`config.mk`:
```
export PLATFORM = sky130hd
export DESIGN_NAME = cell_run_length_rule_checker_top
export DESIGN_NICKNAME = d
export VERILOG_FILES = /design/src/rtl/core/rlc_pkg.sv /design/src/rtl/core/rlc_front.sv /design/src/rtl/core/rlc_queue.sv /design/src/rtl/core/rlc_back.sv /design/src/rtl/core/cell_run_length_rule_checker_top.sv
export SDC_FILE = /design/constraint.sdc
export NUM_CORES = 2
export LEC_CHECK = 0
export ABC_CLOCK_PERIOD_IN_PS = 33900
export BUFFER_PORTS_ARGS = -buffer_cell sky130_fd_sc_hd__buf_2
export CORE_MARGIN = 4
export CORE_UTILIZATION = 55
export CTS_BUF_LIST = sky130_fd_sc_hd__clkbuf_8
export DETAILED_ROUTE_END_ITERATION = 16
export PLACE_DENSITY = 0.76
export SLEW_MARGIN = 20
export SYNTH_ARGS = -nofsm -noshare
export SYNTH_HDL_FRONTEND = slang
export SYNTH_SLANG_ARGS = --single-unit
```
`constraint.sdc`:
```
create_clock -name clk -period 33.9 [get_ports clk]
set_clock_uncertainty 0.1 [all_clocks]
set_input_delay 5.085 -clock clk [delete_from_list [all_inputs] [get_ports clk]]
set_output_delay 5.085 -clock clk [all_outputs]
set_load 0.03 [all_outputs]
```
`src/rtl/core/rlc_pkg.sv`:
```
`timescale 1ns / 1ps
// ----------------------------------------------------------------------------
// rlc_pkg
// Shared types and constants of the cell run-length rule checker.
// ----------------------------------------------------------------------------
package rlc_pkg;

  localparam int CellsPerByte = 8;
  localparam int CellCountW   = 4;
  localparam int LimitW       = 16;
  localparam int ResultW      = 24;
  localparam int QueueDepth   = 4;
  localparam int QueuePtrW    = 2;
  localparam int InDataW      = 16;
  localparam int OutDataW     = 176;
  localparam int CfgIndexW    = 3;
  localparam int CfgDataW     = 16;

  localparam logic [1:0] PrevNone = 2'd2;
  localparam logic [1:0] PrevOne  = 2'd1;

  localparam logic [CellCountW-1:0] MaxCells = CellCountW'(CellsPerByte);

  typedef enum logic [CfgIndexW-1:0] {
    REG_LSB_FIRST      = 3'd0,
    REG_ZERO_LIMIT_ON  = 3'd1,
    REG_ZERO_RUN_LIMIT = 3'd2,
    REG_ONE_LIMIT_ON   = 3'd3,
    REG_ONE_RUN_LIMIT  = 3'd4
  } reg_index_t;

  typedef struct packed {
    logic              lsb_first;
    logic              zero_limit_on;
    logic [LimitW-1:0] zero_run_limit;
    logic              one_limit_on;
    logic [LimitW-1:0] one_run_limit;
  } cfg_t;

  // Cells are held in stream order: bit k is the k-th cell of the byte.
  typedef struct packed {
    logic [CellsPerByte-1:0] cells;
    logic [CellCountW-1:0]   count;
    logic                    last;
  } entry_t;

endpackage

```
`src/rtl/core/rlc_front.sv`:
```
`timescale 1ns / 1ps
// ----------------------------------------------------------------------------
// rlc_front
// Input side: unpacks a byte into cells in stream order and clamps the count.
// ----------------------------------------------------------------------------
module rlc_front (
  input  logic                           lsb_first,
  input  logic [rlc_pkg::InDataW-1:0]    tdata,
  input  logic                           tlast,
  output rlc_pkg::entry_t                entry
);
  import rlc_pkg::*;

  logic [7:0]            cell_byte;
  logic [CellCountW-1:0] valid_cells;

  assign cell_byte   = tdata[7:0];
  assign valid_cells = tdata[11:8];

  always_comb begin
    for (int k = 0; k < CellsPerByte; k++) begin
      entry.cells[k] = lsb_first ? cell_byte[k] : cell_byte[CellsPerByte-1-k];
    end
    entry.count = (valid_cells > MaxCells) ? MaxCells : valid_cells;
    entry.last  = tlast;
  end

endmodule

```
`src/rtl/core/rlc_queue.sv`:
```
`timescale 1ns / 1ps
// ----------------------------------------------------------------------------
// rlc_queue
// Small first-in first-out queue between the input side and the checker.
// ----------------------------------------------------------------------------
module rlc_queue (
  input  logic            clk,
  input  logic            rst,
  input  logic            push,
  input  rlc_pkg::entry_t push_entry,
  output logic            not_full,
  input  logic            pop,
  output logic            not_empty,
  output rlc_pkg::entry_t pop_entry
);
  import rlc_pkg::*;

  entry_t               slots [QueueDepth];
  logic [QueuePtrW-1:0] wr_ptr;
  logic [QueuePtrW-1:0] rd_ptr;
  logic [QueuePtrW:0]   fill;
  logic                 do_push;
  logic                 do_pop;

  assign not_full  = (fill != (QueuePtrW+1)'(QueueDepth));
  assign not_empty = (fill != '0);
  assign do_push   = push && not_full;
  assign do_pop    = pop && not_empty;
  assign pop_entry = slots[rd_ptr];

  always_ff @(posedge clk) begin
    if (do_push) begin
      slots[wr_ptr] <= push_entry;
    end
  end

  always_ff @(posedge clk) begin
    if (rst) begin
      wr_ptr <= '0;
      rd_ptr <= '0;
      fill   <= '0;
    end else begin
      if (do_push) begin
        wr_ptr <= wr_ptr + 1'b1;
      end
      if (do_pop) begin
        rd_ptr <= rd_ptr + 1'b1;
      end
      if (do_push && !do_pop) begin
        fill <= fill + 1'b1;
      end else if (do_pop && !do_push) begin
        fill <= fill - 1'b1;
      end
    end
  end

endmodule

```
`src/rtl/core/rlc_back.sv`:
```
`timescale 1ns / 1ps
// ----------------------------------------------------------------------------
// rlc_back
// Checker: follows runs over up to eight cells a cycle while not stalled, keeps
// the counters and loads the result register on the last byte of a track.
// ----------------------------------------------------------------------------
module rlc_back #(
  parameter int COUNT_BITS = 24
) (
  input  logic                         clk,
  input  logic                         rst,
  input  rlc_pkg::cfg_t                cfg,
  input  logic                         in_valid,
  input  rlc_pkg::entry_t              in_entry,
  output logic                         in_ready,
  output logic                         out_valid,
  input  logic                         out_ready,
  output logic [rlc_pkg::OutDataW-1:0] out_data
);
  import rlc_pkg::*;

  localparam logic [COUNT_BITS-1:0] CntMax = {COUNT_BITS{1'b1}};

  function automatic logic [COUNT_BITS-1:0] sat_add(input logic [COUNT_BITS-1:0] a,
                                                    input logic [CellCountW-1:0] b);
    logic [COUNT_BITS:0] sum;
    sum = {1'b0, a} + (COUNT_BITS+1)'(b);
    return sum[COUNT_BITS] ? CntMax : sum[COUNT_BITS-1:0];
  endfunction

  function automatic logic [CellCountW-1:0] pop_count(input logic [CellsPerByte-1:0] v);
    logic [CellCountW-1:0] n;
    n = '0;
    for (int k = 0; k < CellsPerByte; k++) begin
      n = n + CellCountW'(v[k]);
    end
    return n;
  endfunction

  logic [1:0]            previous_cell;
  logic [COUNT_BITS-1:0] run_length;
  logic [COUNT_BITS-1:0] cells_seen;
  logic [COUNT_BITS-1:0] ones_seen;
  logic [COUNT_BITS-1:0] pairs_seen;
  logic [COUNT_BITS-1:0] longest_zero_run;
  logic [COUNT_BITS-1:0] longest_one_run;
  logic [COUNT_BITS-1:0] violations_seen;
  logic [COUNT_BITS-1:0] first_violation_at;
  logic                  violation_found;

  logic [1:0]            previous_cell_next;
  logic [COUNT_BITS-1:0] run_length_next;
  logic [COUNT_BITS-1:0] cells_seen_next;
  logic [COUNT_BITS-1:0] ones_seen_next;
  logic [COUNT_BITS-1:0] pairs_seen_next;
  logic [COUNT_BITS-1:0] longest_zero_run_next;
  logic [COUNT_BITS-1:0] longest_one_run_next;
  logic [COUNT_BITS-1:0] violations_seen_next;
  logic [COUNT_BITS-1:0] first_violation_at_next;
  logic                  violation_found_next;

  logic [CellsPerByte-1:0] cells;
  logic [CellsPerByte-1:0] used;
  logic [CellsPerByte-1:0] joined;
  logic [CellsPerByte-1:0] viol;
  logic [CellsPerByte-1:0] pair;
  logic [CellCountW-1:0]   local_run [CellsPerByte];
  logic [COUNT_BITS-1:0]   cell_run  [CellsPerByte];
  logic [COUNT_BITS:0]     joined_sum [CellsPerByte];
  logic [COUNT_BITS-1:0]   joined_zero;
  logic [COUNT_BITS-1:0]   joined_one;
  logic [CellCountW-1:0]   local_zero;
  logic [CellCountW-1:0]   local_one;
  logic [2:0]              first_k;
  logic [2:0]              last_k;
  logic                    take;

  assign in_ready = !in_entry.last || !out_valid || out_ready;
  assign take     = in_valid && in_ready;
  assign cells    = in_entry.cells;
  assign last_k   = 3'(in_entry.count - 1'b1);

  always_comb begin
    for (int k = 0; k < CellsPerByte; k++) begin
      used[k] = (CellCountW'(k) < in_entry.count);
    end

    // Length of the run inside this byte, and whether it continues the
    // run carried over from the previous byte.
    local_run[0] = CellCountW'(1);
    joined[0]    = (previous_cell == {1'b0, cells[0]});
    pair[0]      = used[0] && cells[0] && (previous_cell == PrevOne);
    for (int k = 1; k < CellsPerByte; k++) begin
      local_run[k] = (cells[k] == cells[k-1]) ? local_run[k-1] + 1'b1 : CellCountW'(1);
      joined[k]    = joined[k-1] && (cells[k] == cells[k-1]);
      pair[k]      = used[k] && cells[k] && cells[k-1];
    end

    for (int k = 0; k < CellsPerByte; k++) begin
      joined_sum[k] = {1'b0, run_length} + (COUNT_BITS+1)'(k + 1);
      if (joined[k]) begin
        cell_run[k] = joined_sum[k][COUNT_BITS] ? CntMax : joined_sum[k][COUNT_BITS-1:0];
      end else begin
        cell_run[k] = COUNT_BITS'(local_run[k]);
      end
      if (cells[k]) begin
        viol[k] = used[k] && cfg.one_limit_on &&
                  (cell_run[k] > COUNT_BITS'(cfg.one_run_limit));
      end else begin
        viol[k] = used[k] && cfg.zero_limit_on &&
                  (cell_run[k] > COUNT_BITS'(cfg.zero_run_limit));
      end
    end

    // Joined runs grow along the byte, so the last one is the longest.
    joined_zero = '0;
    joined_one  = '0;
    local_zero  = '0;
    local_one   = '0;
    for (int k = 0; k < CellsPerByte; k++) begin
      if (used[k] && joined[k]) begin
        if (cells[k]) begin
          joined_one = cell_run[k];
        end else begin
          joined_zero = cell_run[k];
        end
      end
      if (used[k] && !joined[k]) begin
        if (cells[k] && (local_run[k] > local_one)) begin
          local_one = local_run[k];
        end
        if (!cells[k] && (local_run[k] > local_zero)) begin
          local_zero = local_run[k];
        end
      end
    end

    first_k = '0;
    for (int k = CellsPerByte - 1; k >= 0; k--) begin
      if (viol[k]) begin
        first_k = 3'(k);
      end
    end

    longest_zero_run_next = longest_zero_run;
    if (joined_zero > longest_zero_run_next) begin
      longest_zero_run_next = joined_zero;
    end
    if (COUNT_BITS'(local_zero) > longest_zero_run_next) begin
      longest_zero_run_next = COUNT_BITS'(local_zero);
    end
    longest_one_run_next = longest_one_run;
    if (joined_one > longest_one_run_next) begin
      longest_one_run_next = joined_one;
    end
    if (COUNT_BITS'(local_one) > longest_one_run_next) begin
      longest_one_run_next = COUNT_BITS'(local_one);
    end

    cells_seen_next      = sat_add(cells_seen, in_entry.count);
    ones_seen_next       = sat_add(ones_seen, pop_count(cells & used));
    pairs_seen_next      = sat_add(pairs_seen, pop_count(pair));
    violations_seen_next = sat_add(violations_seen, pop_count(viol));

    violation_found_next    = violation_found;
    first_violation_at_next = first_violation_at;
    if (!violation_found && (viol != '0)) begin
      violation_found_next    = 1'b1;
      first_violation_at_next = sat_add(cells_seen, {1'b0, first_k});
    end

    if (in_entry.count != '0) begin
      previous_cell_next = {1'b0, cells[last_k]};
      run_length_next    = cell_run[last_k];
    end else begin
      previous_cell_next = previous_cell;
      run_length_next    = run_length;
    end
  end

  always_ff @(posedge clk) begin
    if (rst || (take && in_entry.last)) begin
      previous_cell      <= PrevNone;
      run_length         <= '0;
      cells_seen         <= '0;
      ones_seen          <= '0;
      pairs_seen         <= '0;
      longest_zero_run   <= '0;
      longest_one_run    <= '0;
      violations_seen    <= '0;
      first_violation_at <= '0;
      violation_found    <= 1'b0;
    end else if (take) begin
      previous_cell      <= previous_cell_next;
      run_length         <= run_length_next;
      cells_seen         <= cells_seen_next;
      ones_seen          <= ones_seen_next;
      pairs_seen         <= pairs_seen_next;
      longest_zero_run   <= longest_zero_run_next;
      longest_one_run    <= longest_one_run_next;
      violations_seen    <= violations_seen_next;
      first_violation_at <= first_violation_at_next;
      violation_found    <= violation_found_next;
    end
  end

  always_ff @(posedge clk) begin
    if (rst) begin
      out_valid <= 1'b0;
    end else if (take && in_entry.last) begin
      out_valid <= 1'b1;
    end else if (out_ready) begin
      out_valid <= 1'b0;
    end
  end

  always_ff @(posedge clk) begin
    if (take && in_entry.last) begin
      out_data <= {6'b0,
                   (violations_seen_next == '0),
                   ResultW'(first_violation_at_next),
                   violation_found_next,
                   ResultW'(violations_seen_next),
                   ResultW'(longest_one_run_next),
                   ResultW'(longest_zero_run_next),
                   ResultW'(pairs_seen_next),
                   ResultW'(ones_seen_next),
                   ResultW'(cells_seen_next)};
    end
  end

endmodule

```
`src/rtl/core/cell_run_length_rule_checker_top.sv`:
```
`timescale 1ns / 1ps
// ----------------------------------------------------------------------------
// cell_run_length_rule_checker_top
// Checks a packed bitcell stream against zero-run and one-run limits and
// reports counts, longest runs and the first violating cell per track.
// ----------------------------------------------------------------------------
//  Channel | Direction | Signals                     | Moves
//  s_      | in        | tvalid tready tdata tlast   | one byte of up to 8 cells
//  m_      | out       | tvalid tready tdata         | one result per track
//  cfg_    | in        | valid ready index data      | one register write
//
// One byte is taken every cycle while the queue is not full; the valid cells of a
// byte are checked together, so one transfer per cycle unless stalled.
// A result is registered when the checker takes the queued byte carrying tlast.
// Reset clears the queue, the counters and the configuration registers.
// A stalled result holds the checker on the next last byte only; the
// four-entry queue keeps taking bytes until it is full.
// ----------------------------------------------------------------------------
module cell_run_length_rule_checker_top #(
  parameter int COUNT_BITS = 24
) (
  input  logic                           clk,
  input  logic                           rst,
  // cell_byte [7:0], valid_cells [11:8], zero fill above
  input  logic [rlc_pkg::InDataW-1:0]    s_tdata,
  input  logic                           s_tvalid,
  output logic                           s_tready,
  input  logic                           s_tlast,
  // cell_count [23:0], ones_count [47:24], pair_count [71:48],
  // max_zero_run [95:72], max_one_run [119:96], violation_count [143:120],
  // violation_seen [144], first_violation_index [168:145], rule_holds [169]
  output logic [rlc_pkg::OutDataW-1:0]   m_tdata,
  output logic                           m_tvalid,
  input  logic                           m_tready,
  input  logic                           cfg_valid,
  output logic                           cfg_ready,
  input  logic [rlc_pkg::CfgIndexW-1:0]  cfg_index,
  input  logic [rlc_pkg::CfgDataW-1:0]   cfg_data
);
  import rlc_pkg::*;

  cfg_t   cfg;
  entry_t front_entry;
  entry_t queue_entry;
  logic   queue_not_empty;
  logic   back_ready;

  assign cfg_ready = 1'b1;

  always_ff @(posedge clk) begin
    if (rst) begin
      cfg <= '0;
    end else if (cfg_valid) begin
      unique case (cfg_index)
        REG_LSB_FIRST:      cfg.lsb_first      <= cfg_data[0];
        REG_ZERO_LIMIT_ON:  cfg.zero_limit_on  <= cfg_data[0];
        REG_ZERO_RUN_LIMIT: cfg.zero_run_limit <= cfg_data[LimitW-1:0];
        REG_ONE_LIMIT_ON:   cfg.one_limit_on   <= cfg_data[0];
        REG_ONE_RUN_LIMIT:  cfg.one_run_limit  <= cfg_data[LimitW-1:0];
        default: begin
        end
      endcase
    end
  end

  rlc_front u_front (
    .lsb_first (cfg.lsb_first),
    .tdata     (s_tdata),
    .tlast     (s_tlast),
    .entry     (front_entry)
  );

  rlc_queue u_queue (
    .clk        (clk),
    .rst        (rst),
    .push       (s_tvalid),
    .push_entry (front_entry),
    .not_full   (s_tready),
    .pop        (back_ready),
    .not_empty  (queue_not_empty),
    .pop_entry  (queue_entry)
  );

  rlc_back #(
    .COUNT_BITS (COUNT_BITS)
  ) u_back (
    .clk       (clk),
    .rst       (rst),
    .cfg       (cfg),
    .in_valid  (queue_not_empty),
    .in_entry  (queue_entry),
    .in_ready  (back_ready),
    .out_valid (m_tvalid),
    .out_ready (m_tready),
    .out_data  (m_tdata)
  );

endmodule
```
After elaboration in Yosys (flattened, before gate mapping)

Memory sizes are Yosys's and may differ from the RTL's. A register that Yosys moved wholly into a read port is not among the register bits.
Index checks and enable logic that the tools add are counted.

$add $sub $neg: 45
Magnitude comparators: 45
Equal/unequal tests: 14
Multiplexer cells: 136
Bitwise operators: 2
Reductions and logical operators: 127

Operators with widths:

| kind                    | count |
|---|---|
| $mux W24                | 60 |
| $gt A24 B16 Y1          | 16 |
| $mux W4                 | 37 |
| $add A24 B3 Y25 const B | 4 |
| $add A24 B4 Y25         | 4 |
| $logic_and A1 B1 Y1     | 91 |
| $add A4 B1 Y4           | 18 |
| $bmux W24 S3            | 1 |
| $gt A4 B4 Y1            | 14 |
| $add A24 B2 Y25 const B | 2 |
| $gt A24 B24 Y1          | 2 |
| $gt A4 B24 Y1           | 2 |
| $mux W3                 | 10 |
| $add A24 B1 Y25 const B | 1 |
| $add A24 B3 Y25         | 1 |
| $add A24 B4 Y25 const B | 1 |
| $add A4 B1 Y4 const B   | 6 |
| $logic_not A24 Y1       | 1 |
| $mux W1                 | 24 |
| $logic_not A1 Y1        | 20 |
| $lt A3 B4 Y1 const A    | 4 |
| $reduce_and A2 Y1       | 6 |
| $and A8 B8 Y8           | 1 |
| $lt A1 B4 Y1 const A    | 2 |
| other kinds (24)        | 41 |

Bits in registers: 408
Bits in writable memories: 52
Input bits: 41
Word-level logic and storage cells: 390
Memories: 1

Memory list:

| name          | depth | width | read ports | clocked after memory_dff | write ports | RTL line        | text |
|---|---|---|---|---|---|---|---|
| u_queue.slots | 4     | 13    | 1          | 1                        | 1           | rlc_queue.sv:18 | `entry_t slots [QueueDepth];` |

Longest topological paths before layout

Depth after elaboration: 34
Gate-level depth with buffers: 65
Depth with buffers taken out: 56

Cells and area by module

From an unflattened synthesis, not the netlist that was laid out.

Cells, all modules: 4,952
Area total of the unflattened synthesis: 41,272.1 µm²

Modules (own cells, without submodules):

| module                           | instances | cells each | area each (µm²) |
|---|---|---|---|
| rlc_back                         | 1         | 4,684      | 37,235.7 |
| rlc_queue                        | 1         | 115        | 2,362.3 |
| cell_run_length_rule_checker_top | 1         | 139        | 1,512.7 |
| rlc_front                        | 1         | 14         | 161.4 |

Worst setup path after synthesis

Ideal clock, no wire load.

Kind: reg-to-reg
Start: register with a tool-made name
End: register u_back.longest_one_run[2]
Arrival: 12.068 ns
Slack: 21.612 ns
Cell stages (with the launch flop): 59
Buffers on the path: 9
Clock period less this slack: 12.288 ns
Cell sequence: dfxtp_1 buf_6 buf_6 mux4_2 buf_2 clkbuf_1 inv_1 ha_1 clkbuf_1 nor2_1 nand2_1 buf_2 buf_6 buf_2 buf_1 nand3_1 ha_1 nor2b_1 (+23 left out) o21ai_0 and2_1 mux2_2 ha_1 nand2_1 nor2_1 o21ai_0 nor3b_1 nor3_2 mux2_2 inv_1 ha_1 a41o_1 or3_1 nor4_2 nand4_2 nor3b_1 a211o_1

RTL lines:

| item                 | RTL line        | text |
|---|---|---|
| end signal, assigned | rlc_back.sv:200 | `longest_one_run <= longest_one_run_next;` |
| end, declared        | rlc_back.sv:46  | `logic [COUNT_BITS-1:0] longest_one_run;` |

==> metrics.md <==
| Metric | Value |
|---|---|
| Status | `completed` |
| Predominant post-synthesis flop cell | `dfxtp_1` |
| Clock Latency Late Sink | `0.77 ns` |
| Buffers added on ports | `208` |
| Rows | `99` |
| Highest-count cells in the layout ignoring fill and taps | `nand2_1, nor2_1, a21oi_1` |
| Lkg Pwr | `17.8 nW` |
| Final antenna-violating net count | `0` |
| Yosys top cell area share | `0.163` |
| DP HPWL | `roughly 150 mm` |
| Top cell type by total area after synthesis | `edfxtp_1` |
| Worst setup EP type | `flip-flop` |
| Nets@finish | `5,625` |
| Placed Instances | `approximately 6,000` |
| Number of synthesized flops with an enable pin | `222` |
| Hold path endpoint | `cfg[15]` |
| Drt wl/cell | `roughly 32 um` |
| Tmin final | `approximately 15 ns` |
| Peak Freq | `0.0688 GHz` |
| Ports | `220` |
| Worst R2R Path Depth | `55` |
| Min-delay worst type | `flip-flop to flip-flop` |
| WP data required | `34.26 ns` |
| Core area | `73,200 um2` |
| Syn-to-layout area delta | `9.60%` |
| Synth Register Bits | `462` |
| Largest stage delay on the critical path | `0.81 ns` |
| Antenna violations before repair | `20` |
| Hold Path Depth | `2` |
| Crit path DAT | `14.88 ns` |
| Via Count | `44,570` |
| Initial Util | `0.557` |
| Congestion Overflow GR | `0` |
| FFs w/ async S/R, synth | `0` |
| Placed Area | `43,000 um2` |
| Gr usage total | `0.483` |
| Hold path start | `cfg[15]` |
| Final Cycle Share | `0.429` |
| Die Ht | `280 um` |
| Die area | `around 79,000 um2` |
| DP Worst Slack | `19.72 ns` |
| RSZ-0062 raised after global routing | `false` |
| Num CTS Buffers | `79` |
| P per Cell Area | `116 nW/um2` |
| Initial DRT Pass Iterations | `8` |
| Most used cell, CP | `ha_1` |
| Pin count of the biggest net entering global routing | `76` |
| Final Non-Filler Cells | `~6,200` |
| Top post-synthesis cells by area | `edfxtp_1, ha_1, dfxtp_1` |
| Starting DRT DRC Count | `6,699` |
| Gpl congestion | `1.15` |
| Pins Over Slew Limit | `0` |
| VDD IR-drop max | `0.116 mV` |
| Sink Count | `462` |
| Commonest non-fill, non-tap cell in the layout | `nand2_1` |
| Relative slew slack | `0.113` |
| Setup bufs post-CTS | `0` |
| Post-Synthesis Cells | `5,056` |
| Unique masters post-synth | `110` |
| Max cap viols | `0` |
| Htree depth | `3` |
| Synth Area per Inst | `8.07 um2` |
| R2R setup slack | `19.37 ns` |
| Synthesized area | `40,800 um2` |
| Worst slew pin tran | `1.32 ns` |
| Yosys Warn Count | `0` |
| Clock slew seen by the registers of the worst setup and hold paths | `0.06 ns` |
| Final setup vio count | `0` |
| Total negative setup slack | `0 ns` |
| Die X | `280 um` |
| First-pass GRT wire length | `280 mm` |
| Via-to-Cell Ratio | `about 7.2` |
| CP Class | `flip-flop to flip-flop` |
| Layout cell share with drive strength beyond 1 | `0.128` |
| Final Hold Viols | `0` |
| Cts repair resizes | `0` |
| Sequential area share after synthesis | `0.281` |
| Number of global-route vias before repair | `between 40,000 and 50,000` |
| Post-route cell area | `around 45,000 um2` |
| CTS root buffer | `clkbuf_8` |
| Startpoint types | `flip-flop` |
| DRC viols | `0` |
| Slowest cell on the critical path | `nor2_1` |
| Drt total wl | `198 mm` |
| Setup ws final | `19.37 ns` |
| CTS Hold Buffers Added | `0` |
| Clk buf depth | `3` |
| Critical path peak fanout | `25` |
| Reg2reg end | `u_back.out_data[72]` |
| CTS tree | `built` |
==> registers in the layout, indices dropped and copies added, names as in the netlist, 2 cells and up, named ones only <==
name / flops
cfg: 35
u_back.cells_seen: 24
u_back.first_violation_at: 24
u_back.longest_one_run: 24
u_back.longest_zero_run: 24
u_back.ones_seen: 24
u_back.out_data: 170
u_back.pairs_seen: 24
u_back.previous_cell: 2
u_back.run_length: 24
u_back.violations_seen: 24
u_queue.fill: 3
u_queue.rd_ptr: 2
u_queue.slots: 52
u_queue.wr_ptr: 2
==> final cells by class <==
class                   instances  area, um2
clock inverters                57        385
inverters                     202        761
multi-input cells            4055      27400
clock buffers                  90       1240
fillers                      6286      28500
flip-flops and latches        462      11500
well taps                     959       1200
repair buffers                372       2270
diodes                         16       40.0
==> per-layer routing <==
metal / part of all wire / wire (um) / track usage
met5: 0.00073 / 144 / 0.00427
met4: 0.089 / 17700 / 0.334
met3: 0.14 / 28600 / 0.201
met2: 0.40 / 79100 / 0.690
met1: 0.37 / 72300 / 0.591
==> metrics by stage <==
stage	utilization	hold WS (ns)	total power [mW]
4_1_cts	0.610	0.354	4.99
6_report	0.611	0.351	5.17
3_5_place_dp	0.588	0.347	4.45
3_3_place_gp	0.588	0.342	4.36
2_1_floorplan	-	0.333	3.32
5_1_grt	0.610	0.374	5.41
==> kinds of logic (layout without fill, tap and decap cells) <==
group                    after synthesis  after routing  synth area share
other                                  2             25          0.000184
flip-flops                           462            462             0.281
AO/OA/AOI/OAI                       1382           1382             0.223
AND/OR/NAND/NOR                     1907           1907             0.222
adder cells (fa/ha/maj)              414            414             0.130
buffers and inverters                546            721            0.0534
multiplexers                         142            142            0.0468
XOR/XNOR                             201            201            0.0436
==> power breakdown <==
part | total, mW | switching (mW) | internal (mW)
registers | 0.877 | 0.0764 | 0.801
logic | 3.77 | 2.55 | 1.22
clock network | 0.524 | 0.253 | 0.271
total | 5.17 | 2.88 | 2.29
==> worst max path at each step <==
stage | endpoint
after floorplan | u_back.longest_one_run[2]
after detailed placement | u_back.out_data[72]
after global placement | u_back.out_data[72]
after CTS | u_back.out_data[72]
after global routing | u_back.out_data[72]
final | u_back.out_data[72]
==> synthesized netlist by cell type (all sizes together) (35+ instances only) <==
master	number
nand2	558
nor2	515
a21oi	400
ha	394
clkbuf	253
o21ai	248
dfxtp	240
edfxtp	222
inv	200
nand3	191
nor3	165
xnor2	128
nand4	122
o21a	96
buf	91
a21o	90
a31oi	90
a211oi	81
xor2	73
nor2b	67
mux2	57
mux2i	52
nor4	51
and3	48
o211ai	47
or3	42
a221oi	41
and2	41
a311oi	35
==> critical path, delay by kind of cell, from the launching register on <==
kind	cells	cell delay, ns
flops	1	0.76
simple gates	23	5.14
fa+ha+maj	9	2.49
compound gates	16	2.91
buf+inv	2	0.43
mux	5	2.41
(Power assumes the default switching activity.)
